## config.mk

```make
export PLATFORM = sky130hd
export DESIGN_NAME = prle_ctrl
export DESIGN_NICKNAME = d
export VERILOG_FILES = /design/src/rtl/prle_pkg.sv /design/src/rtl/prle_ctrl.sv
export SDC_FILE = /design/constraint.sdc
export NUM_CORES = 1
export LEC_CHECK = 0
export BUFFER_PORTS_ARGS = -buffer_cell sky130_fd_sc_hd__buf_2
export CAP_MARGIN = 20
export CELL_PAD_IN_SITES_DETAIL_PLACEMENT = 0
export CELL_PAD_IN_SITES_GLOBAL_PLACEMENT = 1
export CORE_AREA = 2 2 39 41
export CTS_BUF_LIST = sky130_fd_sc_hd__clkbuf_4 sky130_fd_sc_hd__clkbuf_8
export CTS_CLUSTER_DIAMETER = 120
export CTS_CLUSTER_SIZE = 30
export DETAILED_ROUTE_END_ITERATION = 12
export DIE_AREA = 0 0 41 43
export PLACE_DENSITY_LB_ADDON = 0.1
export SYNTH_ARGS = -nofsm -noshare
export SYNTH_HDL_FRONTEND = slang
export SYNTH_SLANG_ARGS = --single-unit
```

## constraint.sdc

```tcl
create_clock -name clk -period 1.2 [get_ports clk]
set_input_delay 0.18 -clock clk [delete_from_list [all_inputs] [get_ports clk]]
set_output_delay 0.18 -clock clk [all_outputs]
set_load 0.05 [all_outputs]
```

## src/rtl/prle_pkg.sv

```systemverilog
package prle_pkg;

  localparam int COORD_W   = 12;
  localparam int COLOR_W   = 8;
  localparam int RECORD_W  = 24;
  localparam int RGB_W     = 3 * COLOR_W;
  localparam int CFG_IDX_W = 3;

  localparam int PALETTE_DEPTH_DEF = 256;
  localparam int COORD_BITS_DEF    = 12;

  // register indexes on the configuration port
  localparam logic [CFG_IDX_W-1:0] REG_IMAGE_WIDTH  = 3'd0;
  localparam logic [CFG_IDX_W-1:0] REG_IMAGE_HEIGHT = 3'd1;
  localparam logic [CFG_IDX_W-1:0] REG_CLIP_WIDTH   = 3'd2;
  localparam logic [CFG_IDX_W-1:0] REG_CLIP_HEIGHT  = 3'd3;
  localparam logic [CFG_IDX_W-1:0] REG_ALPHA_KEY    = 3'd4;
  localparam logic [CFG_IDX_W-1:0] REG_BROKEN_MODE  = 3'd5;

  localparam logic [COORD_W-1:0] MIN_WIDTH        = 12'd128;
  localparam logic [COORD_W-1:0] RST_IMAGE_WIDTH  = 12'd320;
  localparam logic [COORD_W-1:0] RST_IMAGE_HEIGHT = 12'd200;
  localparam logic [COORD_W-1:0] RST_CLIP_WIDTH   = 12'd320;
  localparam logic [COORD_W-1:0] RST_CLIP_HEIGHT  = 12'd200;

  // colour field above 2047 means a pixel pair
  localparam int PAIR_BIT = RECORD_W - 1;

  typedef struct packed {
    logic [COORD_W-1:0] width;   // already clamped to MIN_WIDTH
    logic [COORD_W-1:0] img_h;
    logic [COORD_W-1:0] clip_w;
    logic [COORD_W-1:0] clip_h;
    logic               alpha_key;
    logic               broken;
  } cfg_t;

  typedef struct packed {
    logic                cmd;
    logic [COLOR_W-1:0]  palette_index;
    logic [COLOR_W-1:0]  red;
    logic [COLOR_W-1:0]  green;
    logic [COLOR_W-1:0]  blue;
    logic [RECORD_W-1:0] record;
  } in_item_t;

  typedef struct packed {
    logic [COORD_W-1:0] x;
    logic [COORD_W-1:0] y;
    logic [COORD_W-1:0] len;
    logic [COLOR_W-1:0] red;
    logic [COLOR_W-1:0] green;
    logic [COLOR_W-1:0] blue;
    logic               opaque;
  } span_t;

  typedef struct packed {
    span_t span;
    logic  last;
  } out_item_t;

  typedef struct packed {
    logic pal_wr;
    logic rec_load;
    logic step;
    logic rd_b;
    logic flush;
  } ctrl_cmd_t;

  typedef struct packed {
    logic in_is_rec;
    logic row_past;
    logic in_is_pair;
    logic run_last;
    logic cand_emit;
    logic step_ok;
    logic hold_valid;
    logic out_free;
  } dp_status_t;

endpackage

```

## src/rtl/prle_ctrl.sv

```systemverilog
module prle_ctrl (
  input  logic                  clk,
  input  logic                  rst_n,
  input  logic                  in_valid,
  output logic                  in_ready,
  input  prle_pkg::dp_status_t  st,
  output prle_pkg::ctrl_cmd_t   cmd
);
  import prle_pkg::*;

  typedef enum logic [2:0] {
    S_IDLE,
    S_RUN,
    S_PAIR1,
    S_PAIR2,
    S_FLUSH
  } state_t;

  state_t state_r;
  state_t state_nxt;

  always_comb begin
    cmd       = '0;
    state_nxt = state_r;
    in_ready  = (state_r == S_IDLE);
    unique case (state_r)
      S_IDLE: begin
        if (in_valid) begin
          if (!st.in_is_rec) begin
            cmd.pal_wr = 1'b1;
          end else if (!st.row_past) begin
            cmd.rec_load = 1'b1;
            state_nxt    = st.in_is_pair ? S_PAIR1 : S_RUN;
          end
        end
      end
      S_RUN: begin
        if (st.step_ok) begin
          cmd.step = 1'b1;
          if (st.run_last) state_nxt = S_FLUSH;
        end
      end
      S_PAIR1: begin
        if (st.step_ok) begin
          cmd.step  = 1'b1;
          cmd.rd_b  = 1'b1;
          state_nxt = S_PAIR2;
        end
      end
      S_PAIR2: begin
        if (st.step_ok) begin
          cmd.step  = 1'b1;
          state_nxt = S_FLUSH;
        end
      end
      S_FLUSH: begin
        // last pending span goes out tagged as the record's final one
        if (!st.hold_valid) begin
          state_nxt = S_IDLE;
        end else if (st.out_free) begin
          cmd.flush = 1'b1;
          state_nxt = S_IDLE;
        end
      end
      default: state_nxt = S_IDLE;
    endcase
  end

  always_ff @(posedge clk) begin
    if (!rst_n) begin
      state_r <= S_IDLE;
    end else begin
      state_r <= state_nxt;
    end
  end

endmodule

```

# After elaboration in Yosys (flattened, before gate mapping)
# Cells that the tools add are included.
[op_classes]
eq_ne = 12
mux = 23
reduce_logical = 3
[ops]
columns = ["operator", "count"]
rows = [
  ["$mux W3", 9],
  ["$pmux W3 S5", 1],
  ["$ne A2 B2 Y1 const B", 6],
  ["$mux W1", 8],
  ["$mux W2", 4],
  ["$reduce_and A8 Y1", 1],
  ["$eq A3 B2 Y1 const B", 2],
  ["$eq A3 B1 Y1 const B", 1],
  ["$eq A3 B3 Y1 const B", 1],
  ["$logic_not A3 Y1", 1],
  ["$ne A3 B3 Y1 const B", 1],
  ["$ne A2 B1 Y1 const B", 1],
  ["$pmux W1 S2", 1],
  ["$reduce_or A2 Y1", 1],
]
[word_totals]
regBits = 3
output_inout_bits = 6

# Logic depth before layout (Yosys ltp)
[depth]
depth_word = 5
mapped_depth = 6
depth_no_buf = 5

# Least setup slack after synthesis
# OpenSTA, ideal clock, no wires.
[synth_timing]
path_type = "register to output"
startpoint = "reg state_r[2]"
endpoint = "out cmd[4] (netlist name)"
t_arrival_ns = 1.944
path_slack_ns = -0.924
stages_incl_launch_ff = 4
cell_sequence = "dfxtp_1 > buf_6 > or3_4 > nor3b_1"
[synth_rtl]
columns = ["item", "line_no", "source"]
rows = [
  ["from (decl)", "prle_ctrl.sv:19", "state_t state_r;"],
  ["from (signal assigned)", "prle_ctrl.sv:73", "state_r <= state_nxt;"],
  ["to (decl)", "prle_ctrl.sv:7", "output prle_pkg::ctrl_cmd_t cmd"],
]

==> flow_summary.yaml <==
outcome:
  status: "complete, but fails checks"
  failed_checks: "negative setup slack"
finish:
  largestRegisters: "state_r (3)"
  area_growth_syn_to_layout_pct: 127
  n_antenna_cell: 0
  register_area_um2: 63.8
  largest_reg_flops: 3
  n_fill_cell: 150
  drive_gt1_share_pct: 82.3
  multiInputGateArea_um2: 260
  fin_area_um2: 591
  fin_util_pct: 42.7
  fin_nets: 74
  top_register: "state_r"
clocking:
  path_clk_slew_ns: 0.03
  clock_path_buffers: 2
  cts_htree_levels: 1
  hold_buffers: 0
  cts_root_buffer: "clkbuf_4"
  worst_skew_pair.late_latency_ns: 0.23
  cts_tree: "built"
  cts_buffers: 3
  cts_sinks: 3
routing:
  drt_iter0_drc: 0
  vias_per_cell: 4.60
  drtAntennaViolNets: 0
  num_vias: 359
  remaining_drc_errors: 0
  drt_wl_total_um: 935
  dr.pass1.iters: 1
  routedWlPerCell_um: 12.0
worst_hold_path:
  holdCritPathClass: "in2reg"
critical_path:
  max_stage_delay_ns: 0.42
  cp_cell_sequence: "or3_4, nor3b_4, buf_6"
  crit_path_end_kind: "output pin"
  path_class: "reg2out"
  required_ns: 1.02
  critPathSlowestCell: "or3_4"
  worstSetupStartpointType: "register"
  crit_buf_inv: 1
  cpLargestDelayFamily: "simple AND/OR/NAND/NOR gates"
  worstPathArrival_ns: 1.32
  crit_path_max_fanout: 3
global_routing:
  grt_overflow: 0
  grt_util_all_layers_pct: 13.3
  grt_pass1_vias: 371
  antenna_found_initial: 0
  grt_pass1_wl_um: 1510
  grt_max_degree: 9
sta:
  setup_viol: 8
  fin_crit_sh_pct: 125
  fin_skew_ns: 0.0000960
  tightestPinTransition_ns: 0.273
  whs_ns: 0.208
  rsz0062_at_grt: "true"
  hold_viol: 0
  worst_slack_ns: -0.302
  period_needed_ns: 1.50
  relSlewSlack_pct: 81.6
  slew_violations: 0
  fmax_mhz: 666
  setup_tns_ns: -1.15
floorplanning:
  num_rows: 14
  core_mm2: 0.00138
  die_y_um: 43
  fp.dieArea_mm2: 0.00176
  initial_core_util_pct: 18.8
  die_width_um: 41
  pin_count: 17
logic_synthesis:
  ys_types: 19
  synth_edf_count: 0
  synth_seq_cells: 3
  synth_area_per_cell_um2: 7.65
  synth_commonest_cells: "nor2_1, a21oi_1, dfxtp_1, nand2_1, nor3b_1"
  netlist_top_cells_area: "dfxtp_1, nor2_1, nor3b_1"
  synth_seq_area_share_pct: 23.1
  synth_nets: 45
  synth-warning-count: 0
  synthArstFlopShare_pct: 0
  syn_area_um2: 260
  synth_top_cell_by_area: "dfxtp_1"
  yosysMostFrequentCell: "nor2_1"
  synth_top_area_share_pct: 23.1
  syn_inst: 34
  ys.flop_type: "dfxtp_1"
power_and_ir_drop:
  ir_drop_mv: 0.621
  powerDensity_mw_per_mm2: 1040
  p_leak_nw: 0.263
  power_uw: 613
placed_design:
  port_buffers: 15
  hpwl_um: 680
  finalWeightedCongestion: 0.732
  place_area_um2: 423
flow_run:
  maxCapViolCount: 0
## power breakdown
part | switching (mW) | leakage, nW | internal [mW]
Clock | 0.0472 | 0.0184 | 0.147
Combinational | 0.160 | 0.219 | 0.146
Sequential | 0.00417 | 0.0258 | 0.109
## worst paths after layout
| kind | startpoint | endpoint | slack, ns | depth (start not counted) |
|---|---|---|---|---|
| worst max-delay path | state_r[2] | cmd[4] | -0.30 | 3 |
| worst min-delay path | rst_n | state_r[0] | 0.21 | 2 |
| worst max register to register | state_r[2] | state_r[1] | -0.11 | 5 |
| worst min register to register | state_r[2] | state_r[2] | 0.68 | 2 |
## area by class of cell
class / instances / area share, %
multi-input combinational: 29 / 44.1
timing repair buffer: 25 / 35.6
sequential: 3 / 10.8
inverter: 1 / 1.06
tap: 16 / 3.39
clock buffer: 4 / 5.08
## cells by family (layout without fill, tap and decap cells)
| group | count (synthesis) | after routing | share of synthesized area (%) |
|---|---|---|---|
| simple gates | 21 | 21 | 45.7 |
| compound gates | 8 | 8 | 25.5 |
| buf+inv | 2 | 30 | 5.77 |
| flops | 3 | 3 | 23.1 |
## repair_timing
item	CTS	global route
setup buffers	2	2
setup endpoints to repair	8	9
resized for setup	25	11
pin swaps	6	3
## per-layer routing
metal	up-vias	wire length, um	part of all wire (%)	GRT usage (%)
met5	-	0	0	0
met4	0	22	2.4	12.0
met3	2	43	4.6	3.14
met2	8	497	53	18.8
met1	167	372	40	15.7
li1	182	-	-	-
## cells in the final DEF, fill, tap and decap left out, types with 2 or more instances in the layout
| cell | count |
|---|---|
| buf_4 | 5 |
| nor3b_2 | 2 |
| buf_2 | 9 |
| nor2_2 | 3 |
| nor2_1 | 2 |
| dfxtp_2 | 3 |
| nand3b_1 | 2 |
| buf_6 | 10 |
| nand2_2 | 3 |
| clkbuf_4 | 4 |
## through the flow
step	setup slack (ns)	instances
floorplan	-0.271	34
global route	-0.357	78
finish	-0.302	78
CTS	-0.308	77
global placement	-0.149	71
detailed placement	-0.153	71
(Power assumes the default switching activity.)
