**src/rtl/prle_pkg.sv**
```systemverilog
package prle_pkg;

  localparam int COORD_W   = 12;
  localparam int COLOR_W   = 8;
  localparam int RECORD_W  = 24;
  localparam int RGB_W     = 3 * COLOR_W;
  localparam int CFG_IDX_W = 3;

  localparam int PALETTE_DEPTH_DEF = 256;
  localparam int COORD_BITS_DEF    = 12;

  // register indexes on the configuration port
  localparam logic [CFG_IDX_W-1:0] REG_IMAGE_WIDTH  = 3'd0;
  localparam logic [CFG_IDX_W-1:0] REG_IMAGE_HEIGHT = 3'd1;
  localparam logic [CFG_IDX_W-1:0] REG_CLIP_WIDTH   = 3'd2;
  localparam logic [CFG_IDX_W-1:0] REG_CLIP_HEIGHT  = 3'd3;
  localparam logic [CFG_IDX_W-1:0] REG_ALPHA_KEY    = 3'd4;
  localparam logic [CFG_IDX_W-1:0] REG_BROKEN_MODE  = 3'd5;

  localparam logic [COORD_W-1:0] MIN_WIDTH        = 12'd128;
  localparam logic [COORD_W-1:0] RST_IMAGE_WIDTH  = 12'd320;
  localparam logic [COORD_W-1:0] RST_IMAGE_HEIGHT = 12'd200;
  localparam logic [COORD_W-1:0] RST_CLIP_WIDTH   = 12'd320;
  localparam logic [COORD_W-1:0] RST_CLIP_HEIGHT  = 12'd200;

  // colour field above 2047 means a pixel pair
  localparam int PAIR_BIT = RECORD_W - 1;

  typedef struct packed {
    logic [COORD_W-1:0] width;   // already clamped to MIN_WIDTH
    logic [COORD_W-1:0] img_h;
    logic [COORD_W-1:0] clip_w;
    logic [COORD_W-1:0] clip_h;
    logic               alpha_key;
    logic               broken;
  } cfg_t;

  typedef struct packed {
    logic                cmd;
    logic [COLOR_W-1:0]  palette_index;
    logic [COLOR_W-1:0]  red;
    logic [COLOR_W-1:0]  green;
    logic [COLOR_W-1:0]  blue;
    logic [RECORD_W-1:0] record;
  } in_item_t;

  typedef struct packed {
    logic [COORD_W-1:0] x;
    logic [COORD_W-1:0] y;
    logic [COORD_W-1:0] len;
    logic [COLOR_W-1:0] red;
    logic [COLOR_W-1:0] green;
    logic [COLOR_W-1:0] blue;
    logic               opaque;
  } span_t;

  typedef struct packed {
    span_t span;
    logic  last;
  } out_item_t;

  typedef struct packed {
    logic pal_wr;
    logic rec_load;
    logic step;
    logic rd_b;
    logic flush;
  } ctrl_cmd_t;

  typedef struct packed {
    logic in_is_rec;
    logic row_past;
    logic in_is_pair;
    logic run_last;
    logic cand_emit;
    logic step_ok;
    logic hold_valid;
    logic out_free;
  } dp_status_t;

endpackage

```
**src/rtl/prle_if.sv**
```systemverilog


interface prle_cfg_if;
  logic        valid;
  logic        ready;
  logic [2:0]  index;
  logic [11:0] data;

  modport source (output valid, index, data, input ready);
  modport sink (input valid, index, data, output ready);
endinterface

```
**src/rtl/prle_cfg.sv**
```systemverilog
module prle_cfg (
  input  logic           clk,
  input  logic           rst_n,
  prle_cfg_if.sink       cfg_ch,
  output prle_pkg::cfg_t cfg
);
  import prle_pkg::*;

  cfg_t cfg_r;
  cfg_t cfg_nxt;

  assign cfg_ch.ready = 1'b1;
  assign cfg          = cfg_r;

  always_comb begin
    cfg_nxt = cfg_r;
    if (cfg_ch.valid) begin
      unique case (cfg_ch.index)
        REG_IMAGE_WIDTH:  cfg_nxt.width = (cfg_ch.data < MIN_WIDTH) ? MIN_WIDTH : cfg_ch.data;
        REG_IMAGE_HEIGHT: cfg_nxt.img_h = cfg_ch.data;
        REG_CLIP_WIDTH:   cfg_nxt.clip_w = cfg_ch.data;
        REG_CLIP_HEIGHT:  cfg_nxt.clip_h = cfg_ch.data;
        REG_ALPHA_KEY:    cfg_nxt.alpha_key = cfg_ch.data[0];
        REG_BROKEN_MODE:  cfg_nxt.broken = cfg_ch.data[0];
        default: ;
      endcase
    end
  end

  always_ff @(posedge clk) begin
    if (!rst_n) begin
      cfg_r.width     <= RST_IMAGE_WIDTH;
      cfg_r.img_h     <= RST_IMAGE_HEIGHT;
      cfg_r.clip_w    <= RST_CLIP_WIDTH;
      cfg_r.clip_h    <= RST_CLIP_HEIGHT;
      cfg_r.alpha_key <= 1'b0;
      cfg_r.broken    <= 1'b0;
    end else begin
      cfg_r <= cfg_nxt;
    end
  end

endmodule

```
**src/flat_wrapper.sv**
```systemverilog
// flat-port wrapper written by rule: the top's interface ports become plain ports
module prle_cfg_flat import prle_pkg::*;
  (clk, rst_n, cfg, cfg_ch_valid, cfg_ch_index, cfg_ch_data, cfg_ch_ready);
  prle_cfg_if cfg_ch_i ();
  input  logic clk;
  input  logic rst_n;
  output prle_pkg::cfg_t cfg;
  input wire logic [$bits(cfg_ch_i.valid)-1:0] cfg_ch_valid;
  input wire logic [$bits(cfg_ch_i.index)-1:0] cfg_ch_index;
  input wire logic [$bits(cfg_ch_i.data)-1:0] cfg_ch_data;
  output wire logic [$bits(cfg_ch_i.ready)-1:0] cfg_ch_ready;
  assign cfg_ch_i.valid = cfg_ch_valid;
  assign cfg_ch_i.index = cfg_ch_index;
  assign cfg_ch_i.data = cfg_ch_data;
  assign cfg_ch_ready = cfg_ch_i.ready;
  prle_cfg u_core (.clk(clk), .rst_n(rst_n), .cfg_ch(cfg_ch_i), .cfg(cfg));
endmodule
```
**config.mk**
```make
export PLATFORM = sky130hd
export DESIGN_NAME = prle_cfg_flat
export DESIGN_NICKNAME = d
export VERILOG_FILES = /design/src/rtl/prle_pkg.sv /design/src/rtl/prle_if.sv /design/src/rtl/prle_cfg.sv /design/src/flat_wrapper.sv
export SDC_FILE = /design/constraint.sdc
export NUM_CORES = 1
export LEC_CHECK = 0
export ABC_AREA = 1
export BUFFER_PORTS_ARGS = -buffer_cell sky130_fd_sc_hd__buf_2
export CELL_PAD_IN_SITES_DETAIL_PLACEMENT = 0
export CELL_PAD_IN_SITES_GLOBAL_PLACEMENT = 1
export CORE_MARGIN = 2
export CORE_UTILIZATION = 31
export DETAILED_ROUTE_END_ITERATION = 16
export PLACE_DENSITY_LB_ADDON = 0.1
export SLEW_MARGIN = 20
export SYNTH_ARGS = -nofsm -noshare
export SYNTH_HDL_FRONTEND = slang
export SYNTH_SLANG_ARGS = --single-unit
```
**constraint.sdc**
```tcl
create_clock -name clk -period 0.8 [get_ports clk]
set_input_delay 0.04 -clock clk [delete_from_list [all_inputs] [get_ports clk]]
set_output_delay 0.04 -clock clk [all_outputs]
set_load 0.01 [all_outputs]
```
# Word level (Yosys, flattened, before mapping)
# Cells that the tools add are included.
totals:
  word_cells: 20
  regBits: 50
classes:
  n_reduce_logical: 7
  n_lt_le_gt_ge: 1
  mux: 1
  n_eq_ne: 5
ops:
  columns: ["operator", "count"]
  rows:
  - ["$lt 12x8->1 const B", 1]
  - ["$mux 12", 1]
  - ["$reduce_and 2->1", 6]
  - ["$eq 3x2->1 const B", 2]
  - ["$eq 3x3->1 const B", 2]
  - ["$eq 3x1->1 const B", 1]
  - ["$logic_not 3->1", 1]

# Depth between registers and ports, before layout
depth:
  ltp_word: 2
  ltp_mapped: 7

# Least setup slack after synthesis
# Ideal clock, no wire load.
synth_path:
  path_kind: "input to register"
  from: "input port cfg_ch_index[1]"
  to: "register u_core.cfg_r, in the netlist u_core.cfg[26]"
  setup_slack_ns: -0.029
  t_arrival_ns: 0.715
  path_buffers: 2
  path_stages: 6
  path_cell_list: "buf_2 nor2_1 nand2_2 buf_2 o21ai_1 nor2_1"
synth_via:
  elab_chain_len: 2
synth_rtl:
  columns: ["item", "line", "rtl"]
  rows:
  - ["start, declared", "flat_wrapper.sv:9", "input wire logic [$bits(cfg_ch_i.index)-1:0] cfg_ch_index;"]
  - ["$eq 3x1->1", "prle_cfg.sv:18", "unique case (cfg_ch.index)"]
  - ["$reduce_and 2->1 (no line)", null, null]
  - ["end signal, assigned", "prle_cfg.sv:39", "cfg_r <= cfg_nxt;"]
  - ["end, declared", "prle_cfg.sv:9", "cfg_t cfg_r;"]
# Every way passes these cells.
# A chain may end at the register's enable or synchronous reset.

# Final worst setup path
layout_path:
  from: "register u_core.cfg_r, in the netlist u_core.cfg[9]"
  to: "output port cfg[9] (netlist bit)"
layout_rtl:
  columns: ["item", "line", "rtl"]
  rows:
  - ["end, declared", "flat_wrapper.sv:7", "output prle_pkg::cfg_t cfg;"]
# No word-level cell between the ends.

==> impl_results.md <==
* Synth top area share at 49.1%
* Type of the worst min-delay path: in -> reg
* Critical path buffer and inverter count at 1
* Vias in the first global route at 1912
* Part of the Yosys area used for sequential elements at 49.1%
* GP Congestion at 0.730
* Gr ovfl total at 0
* Synth Register Bits at 50
* CTS sink cnt at 50
* Fin util at 49.0%
* Area growth syn-to-layout at 52.7%
* Clock latency on the worst-skew pair at 0.30 ns
* Cells on Worst Hold Path at 3
* Yosys warns at 0
* Startpoint types: register
* Global Route met1 Usage at 23.3%
* Met2 Usage GRT at 27.8%
* Vias after detailed routing at 2030
* Area after DPL at 0.00261 mm^2
* Syn avg cell area at 7.03 um^2
* Antenna-violating nets left at 0
* Initial antenna violation count at 0
* Post-layout minimum cycle time at 0.804 ns
* Total track usage at 17.3%
* Die area at 0.00724 mm^2
* Max Cap Viol at 0
* DP Wirelength at 4100 um
* WP depth at 1
* Fmax at 1240 MHz
* Netlist cell types at 22
* Failing checks: setup timing
* Largest net degree at the start of global routing at 27
* Number of flip-flops under the largest register name at 50
* Final Hold Fails at 0
* Worst Setup End Kind: output port
* Status: finished, violations left
* Crit Path Max Fanout at 2
* # DRC at 0
* GRT met3 Usage at 4.09%
* Top cells by area, synth: dfxtp_1 (49%), nor2_1 (13%), nand2_1 (12%)
* Max incr delay on CP at 0.36 ns
* Slowest CP cell: dfxtp_2
* Layout cells sized above 1 at 42.7%
* R2r endpoint: u_core.cfg[7]$_SDFFE_PN0P_
* Clk slew on worst S/H paths at 0.09 ns
* Ports at 69
* Vias per Instance at 4.49
* CTS tree: yes
* Global-route wire length before repair at 9650 um
* CTS Root Cell: clkbuf_8
* Maximum vdd drop at 0.917 mV
* Sum Neg Setup Slack at -0.0113 ns
* CP endpoint: cfg[9]
* Final setup viols at 4
* Cell Chain, Critical Path: buf_6
* Tcrit/Tclk final at 100%
* R2r startpoint: u_core.cfg[7]$_SDFFE_PN0P_
* Avg WL per Cell at 13.0 um
* Top delay family on crit path: flip-flops
* Drt initial violations at 53
* Syn_nets at 308
* Post-Route WL at 5890 um
* Crit Path Category: reg -> out
* Post-Synthesis Cells at 290
* Initial Util at 32.1%
* Finished Cell Area at 0.00311 mm^2
* Leakage Power at 1.56 nW
* Max Root-Sink Buffers at 2
* Final WS setup at -0.00393 ns
* RSZ-0062 raised after global routing: yes
* Critical path data arrival time at 0.76 ns
* Antenna diodes at 0
* Die height at 85.1 um
* Die boundary width at 85.1 um
* WP data required at 0.76 ns
* Number of CTS-inserted buffers at 5
* Reg2reg path depth at 5
* Core area at 0.00635 mm^2
* Number of port buffers at 67
* Worst R2R Setup Slack at 0.07 ns
* Layout Skew at 0 ns
* Post-synth top area cell: dfxtp_1
* Final net count at 392
* Rows at 29
* Synth Cell Area at 0.00204 mm^2
* Pwr dens at 1670 mW/mm^2
* Pre-antenna DRT Iters at 4
* Layer with the highest usage: met2
* Final Max Slew Viols at 0
* Worst Setup SP: u_core.cfg[9]$_SDFFE_PN1P_
* H-Tree Depth at 2
[final cells by class]
type / instances / area (um^2)
sequential: 50 / 1060
clock buffer: 5 / 68.8
tap: 77 / 96.3
clock inverter: 3 / 40.0
timing repair buffer: 93 / 881
fill: 680 / 3240
inverter: 32 / 121
multi-input combinational: 192 / 841
[worst min-delay path by stage]
stage,startpoint,slack (ns),endpoint
after global routing,cfg_ch_data[3],0.01,u_core.cfg[41]$_SDFFE_PN0P_
final,cfg_ch_data[3],0.005,u_core.cfg[41]$_SDFFE_PN0P_
after CTS,cfg_ch_data[3],0.001,u_core.cfg[41]$_SDFFE_PN0P_
after floorplan,cfg_ch_data[6],0.15,u_core.cfg[32]$_SDFFE_PN1P_
after detailed placement,cfg_ch_data[3],0.34,u_core.cfg[41]$_SDFFE_PN0P_
after global placement,cfg_ch_data[3],0.33,u_core.cfg[41]$_SDFFE_PN0P_
[logic make-up (layout without fill, tap and decap cells)]
group / Yosys count / in the layout / synth area share [%]
compound gates: 24 / 24 / 6.20
buf+inv: 48 / 133 / 9.76
flops: 50 / 50 / 49.1
other cells: 1 / 1 / 0.184
simple gates: 167 / 167 / 34.7
[routing by layer]
metal	vias to the layer above	wire length, um
li1	1066	-
met1	910	2870
met2	49	2700
met3	5	263
met4	0	63
met5	-	0
[repair_timing]
action                                  CTS  global route
endpoints found under the setup margin   50            50
hold buffers                              0             0
setup buffers                             1             1
resized for setup                        99             1
[Yosys cell counts]
library cell  number
nor2_1            71
nand3_1           13
buf_1              1
inv_2              3
buf_4              1
clkinv_1           1
a31oi_1            1
o211ai_1           2
o21ai_1            6
buf_6              1
nand2_2            2
conb_1             1
clkbuf_1           7
nand4_1           15
buf_2              6
a21oi_1            8
nor2_8             1
nand3_2            1
nand2_1           64
dfxtp_1           50
o21ai_0            7
inv_1             28
[through the flow]
stage | worst slack, ns | hold WS, ns | cells | total power, mW
after detailed placement | -0.199 | 0.335 | 442 | 3.35
after floorplan | 0.00927 | 0.153 | 290 | 3.01
final | -0.00393 | 0.00483 | 452 | 5.20
after global placement | -0.184 | 0.334 | 442 | 3.35
after CTS | -0.0144 | 0.00114 | 451 | 5.27
after global routing | -0.0515 | 0.00995 | 452 | 5.47
[placed cells by master, fill, tap and decap left out, types with 5 or more instances in the layout]
| master | instances |
|---|---|
| nand2_1 | 64 |
| dfxtp_2 | 50 |
| inv_1 | 28 |
| nor2_1 | 70 |
| o21ai_1 | 6 |
| buf_6 | 50 |
| a21oi_1 | 8 |
| nand4_1 | 15 |
| buf_4 | 23 |
| nand3_1 | 13 |
| buf_2 | 17 |
| o21ai_0 | 7 |
| clkbuf_8 | 5 |
[where the power goes]
| part | switching (mW) | internal [mW] |
|---|---|---|
| clock network | 0.852 | 0.922 |
| logic | 0.397 | 0.374 |
| registers | 0.0632 | 2.59 |
(Power assumes the default switching activity.)
